**src/hw/rtl/mmls_pkg.sv**
```systemverilog
// Shared types, codes and helper functions for the min/max location search.
// No dependencies; imported by every module of the block.
package mmls_pkg;

    // Pixel type codes
    localparam logic [1:0] PIX_U8  = 2'd0;
    localparam logic [1:0] PIX_F16 = 2'd1;
    localparam logic [1:0] PIX_F32 = 2'd2;

    // Configuration register indexes
    localparam logic CFG_IMAGE_WIDTH = 1'b0;
    localparam logic CFG_PIXEL_TYPE  = 1'b1;

    localparam int PIX_W   = 32;
    localparam int POS_W   = 16;
    localparam int WIDTH_W = 16;

    localparam logic [WIDTH_W-1:0] WIDTH_RESET = 16'd1920;

    typedef logic [PIX_W-1:0] pixel_t;
    typedef logic [POS_W-1:0] pos_t;

    // One frame result
    typedef struct packed {
        pos_t   max_col;
        pos_t   max_row;
        pos_t   min_col;
        pos_t   min_row;
        pixel_t max_value;
        pixel_t min_value;
    } result_t;

    // Keep only the bits that the pixel type uses
    function automatic pixel_t mask_pixel(input pixel_t raw, input logic [1:0] ptype);
        pixel_t v;
        begin
            case (ptype)
                PIX_U8:  v = {24'd0, raw[7:0]};
                PIX_F16: v = {16'd0, raw[15:0]};
                default: v = raw;
            endcase
            return v;
        end
    endfunction

    // Ordered integer key: floats become sign-magnitude flipped, -0 maps to +0
    function automatic pixel_t rank_key(input pixel_t raw, input logic [1:0] ptype);
        logic [15:0] h;
        pixel_t      s;
        pixel_t      k;
        begin
            h = raw[15:0];
            s = raw;
            case (ptype)
                PIX_U8:
                begin
                    k = {24'd0, raw[7:0]};
                end
                PIX_F16:
                begin
                    if (h == 16'h8000)
                        h = 16'h0000;
                    if (h[15])
                        k = {16'd0, ~h};
                    else
                        k = {16'd0, h | 16'h8000};
                end
                default:
                begin
                    if (s == 32'h8000_0000)
                        s = '0;
                    if (s[31])
                        k = ~s;
                    else
                        k = s | 32'h8000_0000;
                end
            endcase
            return k;
        end
    endfunction

endpackage

```
**src/hw/rtl/min_max_location_search.sv**
```systemverilog
// min_max_location_search: frame minimum/maximum with first-occurrence row/column.
// The pixel carrying tlast is held in the input register; the result register loads when it moves on.
// Throughput: one pixel per cycle; the input register and result register decouple
// the two sides, so the input only stalls when a finished result is still held.
// Reset: asynchronous active low; image_width 1920, pixel_type u8, counters zero.
// Depends on mmls_pkg, mmls_pos, mmls_track.
module min_max_location_search
    import mmls_pkg::*;
#(
    parameter int COORD_BITS = 16
)
(
    input  logic               clk,
    input  logic               rst_n,
    // Configuration write channel
    input  logic               cfg_valid,
    output logic               cfg_ready,
    input  logic               cfg_index,
    input  logic [WIDTH_W-1:0] cfg_data,
    // Pixel stream
    input  logic               s_axis_tvalid,
    output logic               s_axis_tready,
    input  logic [31:0]        s_axis_tdata,   // [31:0] pixel_bits
    input  logic               s_axis_tlast,   // frame_end
    // Result stream
    output logic               m_axis_tvalid,
    input  logic               m_axis_tready,
    output logic [127:0]       m_axis_tdata    // min_value, max_value, min_row,
                                               // min_col, max_row, max_col
);

    logic [WIDTH_W-1:0] image_width_reg;
    logic [1:0]         pixel_type_reg;

    logic    in_valid_reg;
    pixel_t  in_pixel_reg;
    logic    in_last_reg;

    logic    out_valid_reg;
    result_t out_data_reg;

    logic    out_free;
    logic    step;
    logic    out_load;
    pos_t    row, col;
    result_t result;

    // Configuration registers
    assign cfg_ready = 1'b1;

    always_ff @(posedge clk or negedge rst_n)
    begin
        if (!rst_n)
        begin
            image_width_reg <= WIDTH_RESET;
            pixel_type_reg  <= PIX_U8;
        end
        else if (cfg_valid)
        begin
            unique case (cfg_index)
                CFG_IMAGE_WIDTH: image_width_reg <= cfg_data;
                CFG_PIXEL_TYPE:  pixel_type_reg  <= cfg_data[1:0];
                default:         image_width_reg <= image_width_reg;
            endcase
        end
    end

    // Stage control: a held pixel moves on unless it closes a frame and the
    // result register is still occupied
    assign out_free      = !out_valid_reg || m_axis_tready;
    assign step          = in_valid_reg && (!in_last_reg || out_free);
    assign out_load      = step && in_last_reg;
    assign s_axis_tready = !in_valid_reg || step;

    // Input register
    always_ff @(posedge clk or negedge rst_n)
    begin
        if (!rst_n)
            in_valid_reg <= 1'b0;
        else if (s_axis_tready)
            in_valid_reg <= s_axis_tvalid;
    end

    always_ff @(posedge clk)
    begin
        if (s_axis_tready && s_axis_tvalid)
        begin
            in_pixel_reg <= s_axis_tdata;
            in_last_reg  <= s_axis_tlast;
        end
    end

    mmls_pos #(
        .COORD_BITS (COORD_BITS)
    ) u_pos (
        .clk         (clk),
        .rst_n       (rst_n),
        .step        (step),
        .frame_end   (in_last_reg),
        .image_width (image_width_reg),
        .row         (row),
        .col         (col)
    );

    mmls_track u_track (
        .clk        (clk),
        .rst_n      (rst_n),
        .step       (step),
        .pixel      (in_pixel_reg),
        .frame_end  (in_last_reg),
        .pixel_type (pixel_type_reg),
        .row        (row),
        .col        (col),
        .result     (result)
    );

    // Result register
    always_ff @(posedge clk or negedge rst_n)
    begin
        if (!rst_n)
            out_valid_reg <= 1'b0;
        else if (out_load)
            out_valid_reg <= 1'b1;
        else if (m_axis_tready)
            out_valid_reg <= 1'b0;
    end

    always_ff @(posedge clk)
    begin
        if (out_load)
            out_data_reg <= result;
    end

    assign m_axis_tvalid = out_valid_reg;
    assign m_axis_tdata  = out_data_reg;

endmodule

```
**src/hw/rtl/mmls_pos.sv**
```systemverilog
// Raster position counters: column wraps at the configured width, row advances.
// Depends on mmls_pkg.
module mmls_pos
    import mmls_pkg::*;
#(
    parameter int COORD_BITS = 16
)
(
    input  logic               clk,
    input  logic               rst_n,
    input  logic               step,       // one pixel consumed
    input  logic               frame_end,  // pixel closes the frame
    input  logic [WIDTH_W-1:0] image_width,
    output pos_t               row,
    output pos_t               col
);

    localparam int CMP_W = (COORD_BITS + 1 > WIDTH_W) ? COORD_BITS + 1 : WIDTH_W;

    logic [COORD_BITS-1:0] row_reg, row_next;
    logic [COORD_BITS-1:0] col_reg, col_next;
    logic [COORD_BITS:0]   col_inc;
    logic                  wrap;

    // Next column and wrap decision
    always_comb
    begin
        col_inc = {1'b0, col_reg} + {{COORD_BITS{1'b0}}, 1'b1};
        wrap    = col_inc[COORD_BITS] ||
                  ((image_width != '0) && (CMP_W'(col_inc) >= CMP_W'(image_width)));
        row_next = row_reg;
        col_next = col_reg;
        if (step)
        begin
            if (frame_end)
            begin
                row_next = '0;
                col_next = '0;
            end
            else if (wrap)
            begin
                row_next = row_reg + {{(COORD_BITS-1){1'b0}}, 1'b1};
                col_next = '0;
            end
            else
            begin
                col_next = col_inc[COORD_BITS-1:0];
            end
        end
    end

    always_ff @(posedge clk or negedge rst_n)
    begin
        if (!rst_n)
        begin
            row_reg <= '0;
            col_reg <= '0;
        end
        else
        begin
            row_reg <= row_next;
            col_reg <= col_next;
        end
    end

    assign row = POS_W'(row_reg);
    assign col = POS_W'(col_reg);

endmodule

```
**src/hw/rtl/mmls_track.sv**
```systemverilog
// Running minimum / maximum tracker with first-occurrence position.
// Depends on mmls_pkg.
module mmls_track
    import mmls_pkg::*;
(
    input  logic       clk,
    input  logic       rst_n,
    input  logic       step,        // one pixel consumed
    input  pixel_t     pixel,       // raw pixel bits
    input  logic       frame_end,
    input  logic [1:0] pixel_type,
    input  pos_t       row,
    input  pos_t       col,
    output result_t    result       // extremes including this pixel
);

    pixel_t best_low_reg, best_high_reg;
    pos_t   low_row_reg, low_col_reg, high_row_reg, high_col_reg;
    logic   first_reg;

    pixel_t px;
    pixel_t key;
    logic   take_low, take_high;

    // Rank the new pixel against the kept extremes
    always_comb
    begin
        px        = mask_pixel(pixel, pixel_type);
        key       = rank_key(px, pixel_type);
        take_low  = first_reg || (key < rank_key(best_low_reg, pixel_type));
        take_high = first_reg || (key > rank_key(best_high_reg, pixel_type));

        result.min_value = take_low  ? px  : best_low_reg;
        result.min_row   = take_low  ? row : low_row_reg;
        result.min_col   = take_low  ? col : low_col_reg;
        result.max_value = take_high ? px  : best_high_reg;
        result.max_row   = take_high ? row : high_row_reg;
        result.max_col   = take_high ? col : high_col_reg;
    end

    // Kept extremes: payload without reset, start-of-frame flag with reset
    always_ff @(posedge clk)
    begin
        if (step)
        begin
            best_low_reg  <= result.min_value;
            low_row_reg   <= result.min_row;
            low_col_reg   <= result.min_col;
            best_high_reg <= result.max_value;
            high_row_reg  <= result.max_row;
            high_col_reg  <= result.max_col;
        end
    end

    always_ff @(posedge clk or negedge rst_n)
    begin
        if (!rst_n)
            first_reg <= 1'b1;
        else if (step)
            first_reg <= frame_end;
    end

endmodule

```
**config.mk**
```make
export PLATFORM = sky130hd
export DESIGN_NAME = min_max_location_search
export DESIGN_NICKNAME = d
export VERILOG_FILES = /design/src/hw/rtl/mmls_pkg.sv /design/src/hw/rtl/min_max_location_search.sv /design/src/hw/rtl/mmls_pos.sv /design/src/hw/rtl/mmls_track.sv
export SDC_FILE = /design/constraint.sdc
export NUM_CORES = 1
export LEC_CHECK = 0
export ABC_AREA = 1
export BUFFER_PORTS_ARGS = -buffer_cell sky130_fd_sc_hd__buf_2
export CAP_MARGIN = 10
export CORE_MARGIN = 2
export CORE_UTILIZATION = 60
export DETAILED_ROUTE_END_ITERATION = 8
export GPL_TIMING_DRIVEN = 1
export PLACE_DENSITY = 0.84
export SLEW_MARGIN = 0
export SYNTH_ARGS = -nofsm -noshare
export SYNTH_HDL_FRONTEND = slang
export SYNTH_SLANG_ARGS = --single-unit
```
**constraint.sdc**
```tcl
create_clock -name clk -period 7.64 [get_ports clk]
set_input_delay 0.764 -clock clk [delete_from_list [all_inputs] [get_ports clk]]
set_output_delay 0.764 -clock clk [all_outputs]
set_load 0.01 [all_outputs]
```
Yosys cells after proc, flatten, opt, wreduce, memory -nomap -nowiden
Index checks and enable logic that the tools add are counted.
{"block": "classes", "magnitude_cmp": 3, "n_eq_ne": 7, "shifts": 0, "mul": 0, "n_div": 0, "n_addsub": 2, "bitwise_logic": 7, "reduce_logical": 21, "muxes": 34}
{"cell": "$mux W32", "n": 11}
{"cell": "$mux W16", "n": 17}
{"cell": "$pmux W32 S2", "n": 4}
{"cell": "$eq A32 B32 Y1 const B", "n": 3}
{"cell": "$not A32 Y32", "n": 3}
{"cell": "$eq A16 B16 Y1 const B", "n": 3}
{"cell": "$not A16 Y16", "n": 3}
{"cell": "$gt A32 B32 Y1", "n": 1}
{"cell": "$lt A32 B32 Y1", "n": 1}
{"cell": "$add A16 B1 Y17 const B", "n": 1}
{"cell": "$ge A17 B16 Y1", "n": 1}
{"cell": "$add A16 B1 Y16 const B", "n": 1}
{"cell": "$reduce_bool A16 Y1", "n": 1}
{"cell": "$logic_or A1 B1 Y1", "n": 6}
{"cell": "$reduce_and A2 Y1", "n": 3}
{"cell": "$logic_and A1 B1 Y1", "n": 4}
{"cell": "$reduce_bool A2 Y1", "n": 2}
{"cell": "$logic_not A1 Y1", "n": 3}
{"cell": "$eq A2 B1 Y1 const B", "n": 1}
{"cell": "$logic_not A2 Y1", "n": 1}
{"cell": "$mux W1", "n": 2}
{"cell": "$reduce_or A2 Y1", "n": 1}
{"cell": "$not A1 Y1", "n": 1}
{"block": "word_totals", "in_bits": 55, "ram_bits": 0, "mem_bits_ro": 0, "register_bits": 342, "memories": 0, "latchBits": 0}

Longest topological paths before layout
Gate-level depths: netlist (run 1).
{"block": "logic_depth", "ltp_word": 11, "mapped_depth": 28, "ltp_nobuf": 26}

Hierarchy
From an unflattened synthesis (run 1), not the netlist that was laid out.
{"block": "hier_totals", "hier_cells": 1877, "area_unflattened_um2": 17779.6}
{"mod": "mmls_track", "instances": 1, "area_per_inst_um2": 9708.1, "cells_each": 1285}
{"mod": "min_max_location_search", "instances": 1, "area_per_inst_um2": 5684.2, "cells_each": 255}
{"mod": "mmls_pos", "instances": 1, "area_per_inst_um2": 2387.3, "cells_each": 337}

Worst setup path after synthesis (run 1)
No wires, ideal clock.
{"block": "synth_timing", "kind": "input to register", "start": "input m_axis_tready", "end": "register u_track.best_high_reg[0], enable pin", "slack_ps": 2369, "path_stages": 5, "setup_ps": 542, "arrival_time_ps": 4729, "cell_sequence": "inv_1 > nand2_1 > o21ai_0 > clkinv_1 > clkbuf_1"}
{"block": "synth_via", "elab_chain_cells": 3}
{"item": "start: declaration", "line": "min_max_location_search.sv:27", "rtl": "input logic m_axis_tready,"}
{"item": "$logic_or A1 B1 Y1", "line": "min_max_location_search.sv:70", "rtl": "assign out_free = !out_valid_reg || m_axis_tready;"}
{"item": "$logic_or A1 B1 Y1", "line": "min_max_location_search.sv:71", "rtl": "assign step = in_valid_reg && (!in_last_reg || out_free);"}
{"item": "$logic_and A1 B1 Y1", "line": "min_max_location_search.sv:71"}
{"item": "net step", "line": "min_max_location_search.sv:43", "rtl": "logic step;"}
{"item": "end signal: assignment", "line": "mmls_track.sv:49", "rtl": "best_high_reg <= result.max_value;"}
{"item": "end: declaration", "line": "mmls_track.sv:17", "rtl": "pixel_t best_low_reg, best_high_reg;"}
The timed path passes the listed nets, and every way through them passes these cells.
A chain may end at the register's enable or synchronous reset.

==> impl_metrics.csv, run 1 <==
group,metric,value,unit
routing,avgRoutedWirePerCell,18.8,µm
floorplan,rows,63,
sta,rsz0062_at_grt,"false",
clock_network,cts_max_level,2,
placed_design,placedCellCount,2269,
sta,layout_min_cycle_time,6.46,ns
clock_network,post_cts_resized,0,
placed_design,routabilityCongestion,0.997,
sta,layout_setup_ws,1.18,ns
clock_network,clockBufferDepth,3,
floorplan,die_x,176,µm
routing,drc,0,
job,max-cap-violations,0,
logic_synthesis,synth.most_common_cell,"nand2_1",
logic_synthesis,syn_area,17800,µm²
clock_network,cts_tree,"yes",
logic_synthesis,synth_seq_cells,342,
finish,multi_input_area,6740,µm²
critical_path,reg2reg_slack,1.18,ns
routing,postRouteAntennaNets,0,
placed_design,io_buffers,184,
finish,final-seq-area,10000,µm²
routing,drtPass1Iterations,8,
finish,fillers,2195,
sta,relSlewSlack,27.5,%
finish,drive_gt1_share,17.2,%
global_routing,grtUsageMet3,5.17,%
power,power.leakage,0.00864,µW
sta,final.setup.tns,0,ns
routing,vias,13606,
global_routing,grt_max_degree,120,
clock_network,cts-root-buf,"clkbuf_16",
routing,vias_per_cell,5.83,
global_routing,grt_first_pass_wirelength,69.2,mm
clock_network,clk_latency,0.53,ns
logic_synthesis,avgSynthCellArea,10.1,µm²
global_routing,track_usage,28.3,%
logic_synthesis,synth_flop_cell,"edfxtp_1",
min_path,min_path_type,"in -> async",
logic_synthesis,ys_types,46,
clock_network,clkTransAtPathRegs,0.06,ns
logic_synthesis,seq_area_frac_synth,56.3,%
power,finalPower,5860,µW
global_routing,grt_pass1_vias,12981,
sta,worst_pin_slew,1.09,ns
finish,area_growth,12.6,%
power,ir_drop,219,µV
clock_network,cts_hold_buf,0,
logic_synthesis,ys_top_cells_by_count,"412 x nand2_1, 289 x edfxtp_1, 159 x inv_1",
critical_path,cp_max_fo,68,
sta,finalHoldViolations,0,
logic_synthesis,synth-edff-count,289,
clock_network,numCtsBuffers,36,
logic_synthesis,synth.area.top_cells,"edfxtp_1 49%, nand2_1 8.7%, dfrtp_1 6.8%",
finish,layout.nets,2054,
power,p_per_area,293,nW/µm²
floorplan,initial_core_util,60.5,%
logic_synthesis,yosys_warnings,0,
critical_path,cp_data_arrival_time,6.69,ns
sta,report.final.slew_viol_count,0,
global_routing,top_usage_layer,"met2",
critical_path,critical_path_required,7.87,ns
critical_path,endpoint_kind,"flop",
logic_synthesis,synth_cells,1764,
floorplan,core-area,29400,µm²
global_routing,antenna_found_initial,0,
global_routing,gr-usage-met1,38.9,%
floorplan,die-area,31000,µm²
clock_network,clock_sinks,342,
sta,setup_viol,0,
global_routing,overflow,0,
logic_synthesis,synth_largest_type_area_fraction,48.8,%
finish,stdcell_count,2333,
floorplan,io_pins,186,
critical_path,crit_type,"reg -> reg",
placed_design,place_ws,0.995,ns
logic_synthesis,synthesis.nets,1900,
sta,fin_skew,0.0206,ns
sta,post-route-period-util,84.5,%
finish,n_antenna_cell,0,
logic_synthesis,synth_top_area_cell,"edfxtp_1",
clock_network,cts_setup_buffers,0,
global_routing,use_met2,44.9,%
floorplan,die-height,176,µm
status,outcome,"finished, final reports clean",
logic_synthesis,async_flop_share,15.5,%
routing,first_iter_violations,1505,
sta,fmax,155,MHz
critical_path,cp-start-kind,"flop",
placed_design,hpwl,29.7,mm
finish,largest_register_ffs,128,
routing,wirelength,43.8,mm
[final cells by class]
| class | count | area share, % |
|---|---|---|
| sequential | 342 | 50.0 |
| multi-input combinational | 1180 | 33.6 |
| timing repair buffer | 194 | 5.07 |
| clock buffer | 46 | 4.84 |
| inverter | 164 | 3.13 |
| tap | 390 | 2.44 |
| clock inverter | 17 | 0.894 |
[layout by cell type (no fill, tap or decap), drive strengths merged, types with 2 or more instances in the layout]
master,netlist,layout
a211oi,19,19
nand4,22,22
bufinv,0,3
o221ai,16,16
inv,162,164
edfxtp,289,289
o21ai,70,70
nand2,416,416
clkbuf,35,46
xor2,67,67
a21oi,130,130
a31oi,2,2
buf,43,194
clkinv,2,12
a32o,6,6
o21a,2,2
o211ai,13,13
nand3,94,94
nor4,12,12
ha,81,81
o32ai,2,2
nor3,12,12
o22ai,26,26
clkinvlp,0,2
dfrtp,48,48
nor2,158,158
or2,10,10
dfstp,5,5
a221oi,6,6
xnor2,8,8
[report_power, final]
| part | total, µW | internal, µW | switching, µW |
|---|---|---|---|
| combinational | 1520 | 491 | 1030 |
| sequential | 2620 | 2430 | 192 |
| clock | 1710 | 1000 | 713 |
| total | 5860 | 3930 | 1940 |
[final timing paths]
kind | start | to | cells past startpoint
min | rst_n | u_pos.row[14] | 2
max in group asynchronous | rst_n | u_pos.col[2] | 2
min reg2reg | image_width_reg[7] | image_width_reg[7] | 2
max | u_track.best_high_reg[31] | m_axis_tdata[50] | 19
max reg2reg | u_track.best_high_reg[31] | m_axis_tdata[50] | 19
min in group clk | s_axis_tdata[21] | in_pixel_reg[21] | 1
[critical path, cell delays in order (launching register included)]
cell	delay [ns]
edfxtp_1	0.74
inv_1	0.42
nor2_1	0.25
nand3_1	0.12
nor4_1	0.40
nand4_1	0.21
nand2_1	0.51
inv_1	0.42
a21oi_1	0.23
nand2_1	0.07
ha_1	0.33
inv_1	0.04
nor4_1	0.41
inv_1	0.07
nor4_1	0.33
o21ai_0	0.16
a32o_1	0.40
nand2_4	0.49
buf_16	0.33
o21ai_0	0.19
[per-layer routing]
metal | up-vias | part of all wire [%]
li1 | 6399 | -
met1 | 6444 | 41
met2 | 649 | 46
met3 | 114 | 8.2
met4 | 0 | 4.1
met5 | - | 0
[cells by family after synthesis]
group,share of synthesized area (%)
XOR/XNOR,3.69
AND/OR/NAND/NOR,18.6
buffers and inverters,5.88
adder cells (fa/ha/maj),5.70
flip-flops,56.3
other,0.0211
AO/OA/AOI/OAI,9.82
[per-stage QoR]
step	hold slack, ns	utilization (%)	area [µm²]
floorplan	0.466	-	17800
global placement	0.491	64.1	18800
detailed placement	0.490	64.1	18800
CTS	0.400	68.0	20000
global route	0.404	68.1	20000
finish	0.384	68.1	20000
Note: power is estimated with default switching activity, not from simulation.
==> run 2, diff against run 1 <==
--- a/config.mk
+++ b/config.mk
@@ -5,14 +5,14 @@
 export SDC_FILE = /design/constraint.sdc
 export NUM_CORES = 1
 export LEC_CHECK = 0
-export ABC_AREA = 1
+export ABC_AREA = 0
 export BUFFER_PORTS_ARGS = -buffer_cell sky130_fd_sc_hd__buf_2
 export CAP_MARGIN = 10
 export CORE_MARGIN = 2
-export CORE_UTILIZATION = 60
+export CORE_UTILIZATION = 59
 export DETAILED_ROUTE_END_ITERATION = 8
 export GPL_TIMING_DRIVEN = 1
-export PLACE_DENSITY = 0.84
+export PLACE_DENSITY = 0.83
 export SLEW_MARGIN = 0
 export SYNTH_ARGS = -nofsm -noshare
 export SYNTH_HDL_FRONTEND = slang
==> constraint.sdc (replaced) <==
create_clock -name clk -period 6.15 [get_ports clk]
set_input_delay 0.615 -clock clk [delete_from_list [all_inputs] [get_ports clk]]
set_output_delay 0.615 -clock clk [all_outputs]
set_load 0.01 [all_outputs]
==> run 2 against run 1 <==
Area after synthesis shrank 8.1%; wire length shrank 15%; die area shrank 6.4%; count of clock-buffer cells in the layout shrank 2; first-iteration DRC count shrank 41%; critical path depth shrank 4; non-clock buffer count grew 9; cell count shrank 22%; sequential power grew 21%; critical path type unchanged; largest cell class unchanged; highest routed layer is now met5.
==> impl_metrics.csv, run 2 <==
group,metric,value,unit
floorplan,die-area,29000,µm²
clock_network,cts_hold_buf,0,
routing,vias_per_cell,5.88,
power,finalPower,6820,µW
logic_synthesis,ys_top_cells_by_count,"289 x edfxtp_1, 132 x nand2_1, 115 x mux2_2",
clock_network,clock_sinks,342,
logic_synthesis,synth_largest_type_area_fraction,53.1,%
logic_synthesis,synthSimpleGateAreaFrac,10.3,%
critical_path,critical_path_required,6.41,ns
logic_synthesis,synth.most_common_cell,"edfxtp_1",
logic_synthesis,yosys_warnings,0,
sta,rsz0062_at_grt,"false",
logic_synthesis,synth_flop_cell,"edfxtp_1",
sta,worst_pin_slew,1.01,ns
critical_path,cp-start-kind,"flop",
finish,mostFrequentLayoutCell,"edfxtp_1",
floorplan,core-area,27100,µm²
global_routing,antenna_found_initial,2,
critical_path,endpoint_kind,"flop",
critical_path,max_stage_delay,0.62,ns
sta,fin_skew,0.0172,ns
power,ir_drop,228,µV
clock_network,post_cts_resized,0,
clock_network,cts_setup_buffers,0,
sta,setup_viol,0,
logic_synthesis,synth-compound-area-share,6.19,%
min_path,min_path_type,"in -> async",
sta,finalHoldViolations,0,
sta,layout_min_cycle_time,5.50,ns
routing,drc,0,
finish,fillers,1866,
routing,avgRoutedWirePerCell,20.5,µm
global_routing,grt_pass1_vias,10886,
global_routing,overflow,0,
clock_network,clockBufferDepth,3,
critical_path,crit_type,"reg -> reg",
sta,final.setup.tns,0,ns
routing,wirelength,37.2,mm
sta,relSlewSlack,32.9,%
global_routing,track_usage,26.2,%
finish,layout_common_cells,"289 x edfxtp_1, 184 x buf_2, 132 x nand2_1",
routing,postRouteAntennaNets,0,
logic_synthesis,synth_mux_area_share,10.2,%
logic_synthesis,synth_top_area_cell,"edfxtp_1",
placed_design,routabilityCongestion,0.916,
status,outcome,"finished, final reports clean",
placed_design,place_ws,0.611,ns
sta,layout_setup_ws,0.651,ns
logic_synthesis,async_flop_share,15.5,%
power,power.leakage,0.00758,µW
floorplan,rows,60,
placed_design,placed_area,17700,µm²
floorplan,io_pins,186,
logic_synthesis,synth_top_family_by_area,"simple AND/OR/NAND/NOR gates",
critical_path,cp_max_fo,43,
clock_network,cts_max_level,2,
logic_synthesis,synth_seq_cells,342,
sta,hold_slack,0.212,ns
placed_design,io_buffers,184,
routing,first_iter_violations,895,
finish,largest_register_ffs,128,
routing,drtPass1Iterations,5,
clock_network,cts_tree,"yes",
logic_synthesis,synth_xor_area_share,3.81,%
finish,drive_gt1_share,26.8,%
logic_synthesis,synth-edff-count,289,
critical_path,slowest_stage,"or4_4",
floorplan,initial_core_util,60.3,%
logic_synthesis,avgSynthCellArea,13.3,µm²
logic_synthesis,synth_cells,1224,
finish,area_growth,14.8,%
clock_network,cts-root-buf,"clkbuf_16",
critical_path,cp_data_arrival_time,5.76,ns
logic_synthesis,synthesis.nets,1360,
logic_synthesis,ys_types,59,
finish,design_area,18800,µm²
power,p_per_area,364,nW/µm²
floorplan,die-height,170,µm
placed_design,hpwl,25.3,mm
critical_path,cp_common_cell,"a211oi_1",
global_routing,grt_first_pass_wirelength,58.9,mm
routing,vias,10688,
clock_network,clk_latency,0.52,ns
sta,fmax,182,MHz
global_routing,grt_max_degree,75,
clock_network,clkTransAtPathRegs,0.06,ns
job,max-cap-violations,0,
sta,report.final.slew_viol_count,0,
finish,layout.nets,1555,
logic_synthesis,synth.area.top_cells,"edfxtp_1 53%, mux2_2 7.9%, dfrtp_1 7.4%",
logic_synthesis,seq_area_frac_synth,61.3,%
floorplan,die_x,170,µm
logic_synthesis,synthAdderAreaFrac,6.21,%
sta,post-route-period-util,89.4,%
clock_network,numCtsBuffers,35,
critical_path,path_cells,"nor4_1 > nand4_1 > or4_4 > nand2_1 > nor2_1 > ha_1 > a211oi_1 > o21ai_0 > o211ai_1 > a211oi_1 > a211oi_1 > o2111ai_1 > o21ai_4 > buf_12 > mux2_2",
logic_synthesis,syn_area,16300,µm²
==> run 2: worst paths after layout <==
kind | start | to | slack (ns) | cells past startpoint
max | in_pixel_reg[6] | m_axis_tdata[20] | 0.65 | 15
min | rst_n | u_pos.row[0] | 0.21 | 2
max reg2reg | in_pixel_reg[6] | m_axis_tdata[20] | 0.65 | 15
min reg2reg | image_width_reg[8] | image_width_reg[8] | 0.53 | 2
max in group asynchronous | rst_n | u_pos.col[0] | 5.46 | 2
min in group clk | s_axis_tlast | in_last_reg | 0.27 | 1
==> run 2: cells by family after synthesis <==
group | after synthesis
XOR/XNOR | 71
adder cells (fa/ha/maj) | 81
multiplexers | 150
other | 1
AO/OA/AOI/OAI | 160
flip-flops | 342
AND/OR/NAND/NOR | 351
buffers and inverters | 68
==> run 2: metal layers <==
metal	GRT usage (%)	wire [µm]
met4	9.10	1140
met2	43.8	18100
met1	34.8	15700
met5	0	10
met3	4.53	2320
==> run 2: critical path, delay by kind of cell (launching register included) <==
kind / cells / cell delay, ns
muxes: 1 / 0.41
buffers and inverters: 1 / 0.35
adders and majority gates: 1 / 0.34
AOI/OAI and AO/OA: 7 / 1.65
and+or+nand+nor: 5 / 1.98
DFF: 1 / 0.49
==> run 2: layout make-up <==
| cell class | instances | area [µm²] | area share, % |
|---|---|---|---|
| clock inverter | 18 | 140 | 0.747 |
| multi-input combinational | 814 | 6020 | 32.1 |
| tap | 372 | 465 | 2.48 |
| inverter | 23 | 88.8 | 0.474 |
| antenna | 1 | 2.50 | 0.0133 |
| timing repair buffer | 203 | 1090 | 5.80 |
| clock buffer | 44 | 940 | 5.01 |
| sequential | 342 | 10000 | 53.4 |
==> run 2: metrics by stage <==
step,std cells,utilization (%)
after floorplan,1224,-
after global placement,1754,65.2
after detailed placement,1754,65.2
after CTS,1816,69.2
after global routing,1817,69.2
final,1817,69.2
==> run 2: where the power goes <==
group / switching, µW / internal, µW
logic: 929 / 706
clock network: 875 / 1130
registers: 208 / 2970
total: 2010 / 4810
==> run 3, diff against run 2 <==
--- a/config.mk
+++ b/config.mk
@@ -8,7 +8,6 @@
 export ABC_AREA = 0
 export BUFFER_PORTS_ARGS = -buffer_cell sky130_fd_sc_hd__buf_2
 export CAP_MARGIN = 10
-export CORE_MARGIN = 2
 export CORE_UTILIZATION = 59
 export DETAILED_ROUTE_END_ITERATION = 8
 export GPL_TIMING_DRIVEN = 1
==> run 3 against run 2 <==
Hold slack got worse by 0.021 ns; core utilization rose by 0.74 points; sequential power barely moved; sequential share of layout area fell by 0.42 points; first-iteration DRC count fell by 16%; cell count fell by 1.4%.
==> impl_metrics.csv, run 3 (synthesis results as in run 2) <==
group,metric,value,unit
status,outcome,"finished, final reports clean",
global_routing,grt_first_pass_wirelength,58.5,mm
critical_path,cp_data_arrival_time,5.92,ns
clock_network,cts-root-buf,"clkbuf_16",
routing,drtPass1Iterations,5,
placed_design,routabilityCongestion,0.939,
routing,postRouteAntennaNets,0,
routing,wl_met1,16.0,mm
clock_network,cts_max_level,2,
placed_design,io_buffers,184,
floorplan,die_x,168,µm
sta,fin_skew,0.0202,ns
clock_network,clockBufferDepth,3,
finish,layout.nets,1557,
global_routing,antenna_found_initial,1,
floorplan,die-area,28300,µm²
finish,final-seq-area,10000,µm²
clock_network,clock_sinks,342,
routing,wl_met2,18.6,mm
finish,fillers,1855,
sta,relSlewSlack,31.6,%
finish,area_growth,15.7,%
routing,met3_length,2.10,mm
floorplan,io_pins,186,
sta,finalHoldViolations,0,
routing,avgRoutedWirePerCell,20.9,µm
placed_design,place_ws,0.654,ns
clock_network,cts_tree,"yes",
clock_network,post_cts_resized,0,
critical_path,critical_path_required,6.42,ns
min_path,min_path_type,"in -> async",
routing,vias_per_cell,5.98,
sta,layout_min_cycle_time,5.66,ns
sta,fmax,177,MHz
sta,report.final.slew_viol_count,0,
finish,multi_input_area,6020,µm²
clock_network,clkTransAtPathRegs,0.06,ns
finish,mostFrequentLayoutCell,"edfxtp_1",
power,ir_drop,244,µV
power,p_per_area,375,nW/µm²
global_routing,track_usage,26.6,%
sta,post-route-period-util,92.0,%
global_routing,overflow,0,
global_routing,grt_max_degree,73,
clock_network,clk_latency,0.54,ns
floorplan,initial_core_util,60.4,%
critical_path,cp_max_fo,49,
sta,layout_setup_ws,0.492,ns
routing,vias,10717,
routing,top_layer,"met4",
finish,drive_gt1_share,27.3,%
floorplan,core-area,27000,µm²
sta,rsz0062_at_grt,"false",
sta,setup_viol,0,
job,max-cap-violations,0,
critical_path,crit_type,"reg -> reg",
floorplan,rows,60,
global_routing,grt_pass1_vias,10826,
critical_path,endpoint_kind,"flop",
critical_path,cp-start-kind,"flop",
sta,final.setup.tns,0,ns
routing,wirelength,37.5,mm
clock_network,cts_hold_buf,0,
finish,largest_register_ffs,128,
floorplan,die-height,168,µm
routing,first_iter_violations,752,
clock_network,numCtsBuffers,37,
power,power.leakage,0.00767,µW
placed_design,hpwl,25.3,mm
clock_network,cts_setup_buffers,0,
routing,drc,0,
sta,worst_pin_slew,1.03,ns
finish,layout_common_cells,"289 x edfxtp_1, 184 x buf_2, 132 x nand2_1",
## run 3: changes by cell type in the layout (fill, tap and decap cells not counted)
cell        before  now
clkinv_1         6    2
bufinv_16        1    4
clkbuf_16       35   37
clkinv_16        0    2
clkinv_2         6    8
clkinv_8         2    0
buf_4           17   16
buf_6            0    1
clkbuf_1         6    7
clkinvlp_4       1    2
inv_6            1    2
## run 3: worst max-delay path, cell delays in order, from the launching register on
cell and delay (ns):
edfxtp_1 0.48, nor4_1 0.46, nand4_1 0.34, or4_4 0.63, nand3_1 0.14, o21a_1 0.38, nor2b_1 0.18, a31oi_1 0.07
ha_1 0.36, a21oi_1 0.16, a31oi_1 0.11, a2111oi_0 0.73, o21ai_0 0.22, nand2_1 0.14, a21oi_1 0.10, o21ai_4 0.11
buf_12 0.33, mux2_2 0.41
## run 3: cell type report
| class | count | share of cell area [%] |
|---|---|---|
| Clock buffer | 47 | 5.26 |
| Timing Repair Buffer | 203 | 5.78 |
| Inverter | 23 | 0.470 |
| Sequential cell | 342 | 53.0 |
| Multi-Input combinational cell | 814 | 31.8 |
| Tap cell | 341 | 2.26 |
| Clock inverter | 21 | 1.42 |
| Antenna cell | 1 | 0.0132 |
## run 3: report_power, final
part / switching [µW] / internal (µW)
Sequential: 207 / 2970
Clock: 927 / 1330
Combinational: 941 / 706
## run 3: layer usage
| layer | vias to the layer above | track usage [%] |
|---|---|---|
| met3 | 65 | 4.98 |
| met5 | - | 0 |
| li1 | 4979 | - |
| met4 | 0 | 8.14 |
| met2 | 339 | 45.3 |
| met1 | 5334 | 34.8 |
## run 3: final timing paths
check	slack, ns	depth (start not counted)	endpoint	start
hold / removal	0.19	2	m_axis_tvalid	rst_n
setup / recovery	0.49	17	m_axis_tdata[27]	in_pixel_reg[6]
setup reg to reg	0.49	17	m_axis_tdata[27]	in_pixel_reg[6]
min in group clk	0.26	1	in_pixel_reg[1]	s_axis_tdata[1]
hold reg to reg	0.54	2	image_width_reg[7]	image_width_reg[7]
max in group asynchronous	5.44	2	u_pos.col[5]	rst_n
## run 3: per-stage QoR
step                      cell area (µm²)  std cells  util [%]  total power, µW  hold WS (ns)
after floorplan                     16300       1224         -             4340         0.319
after detailed placement            17600       1723      65.3             4840         0.526
after global placement              17600       1722      65.2             4790         0.510
after CTS                           18900       1791      69.9             7110         0.222
after global routing                18900       1791      69.9             7390         0.238
final                               18900       1792      69.9             7090         0.191
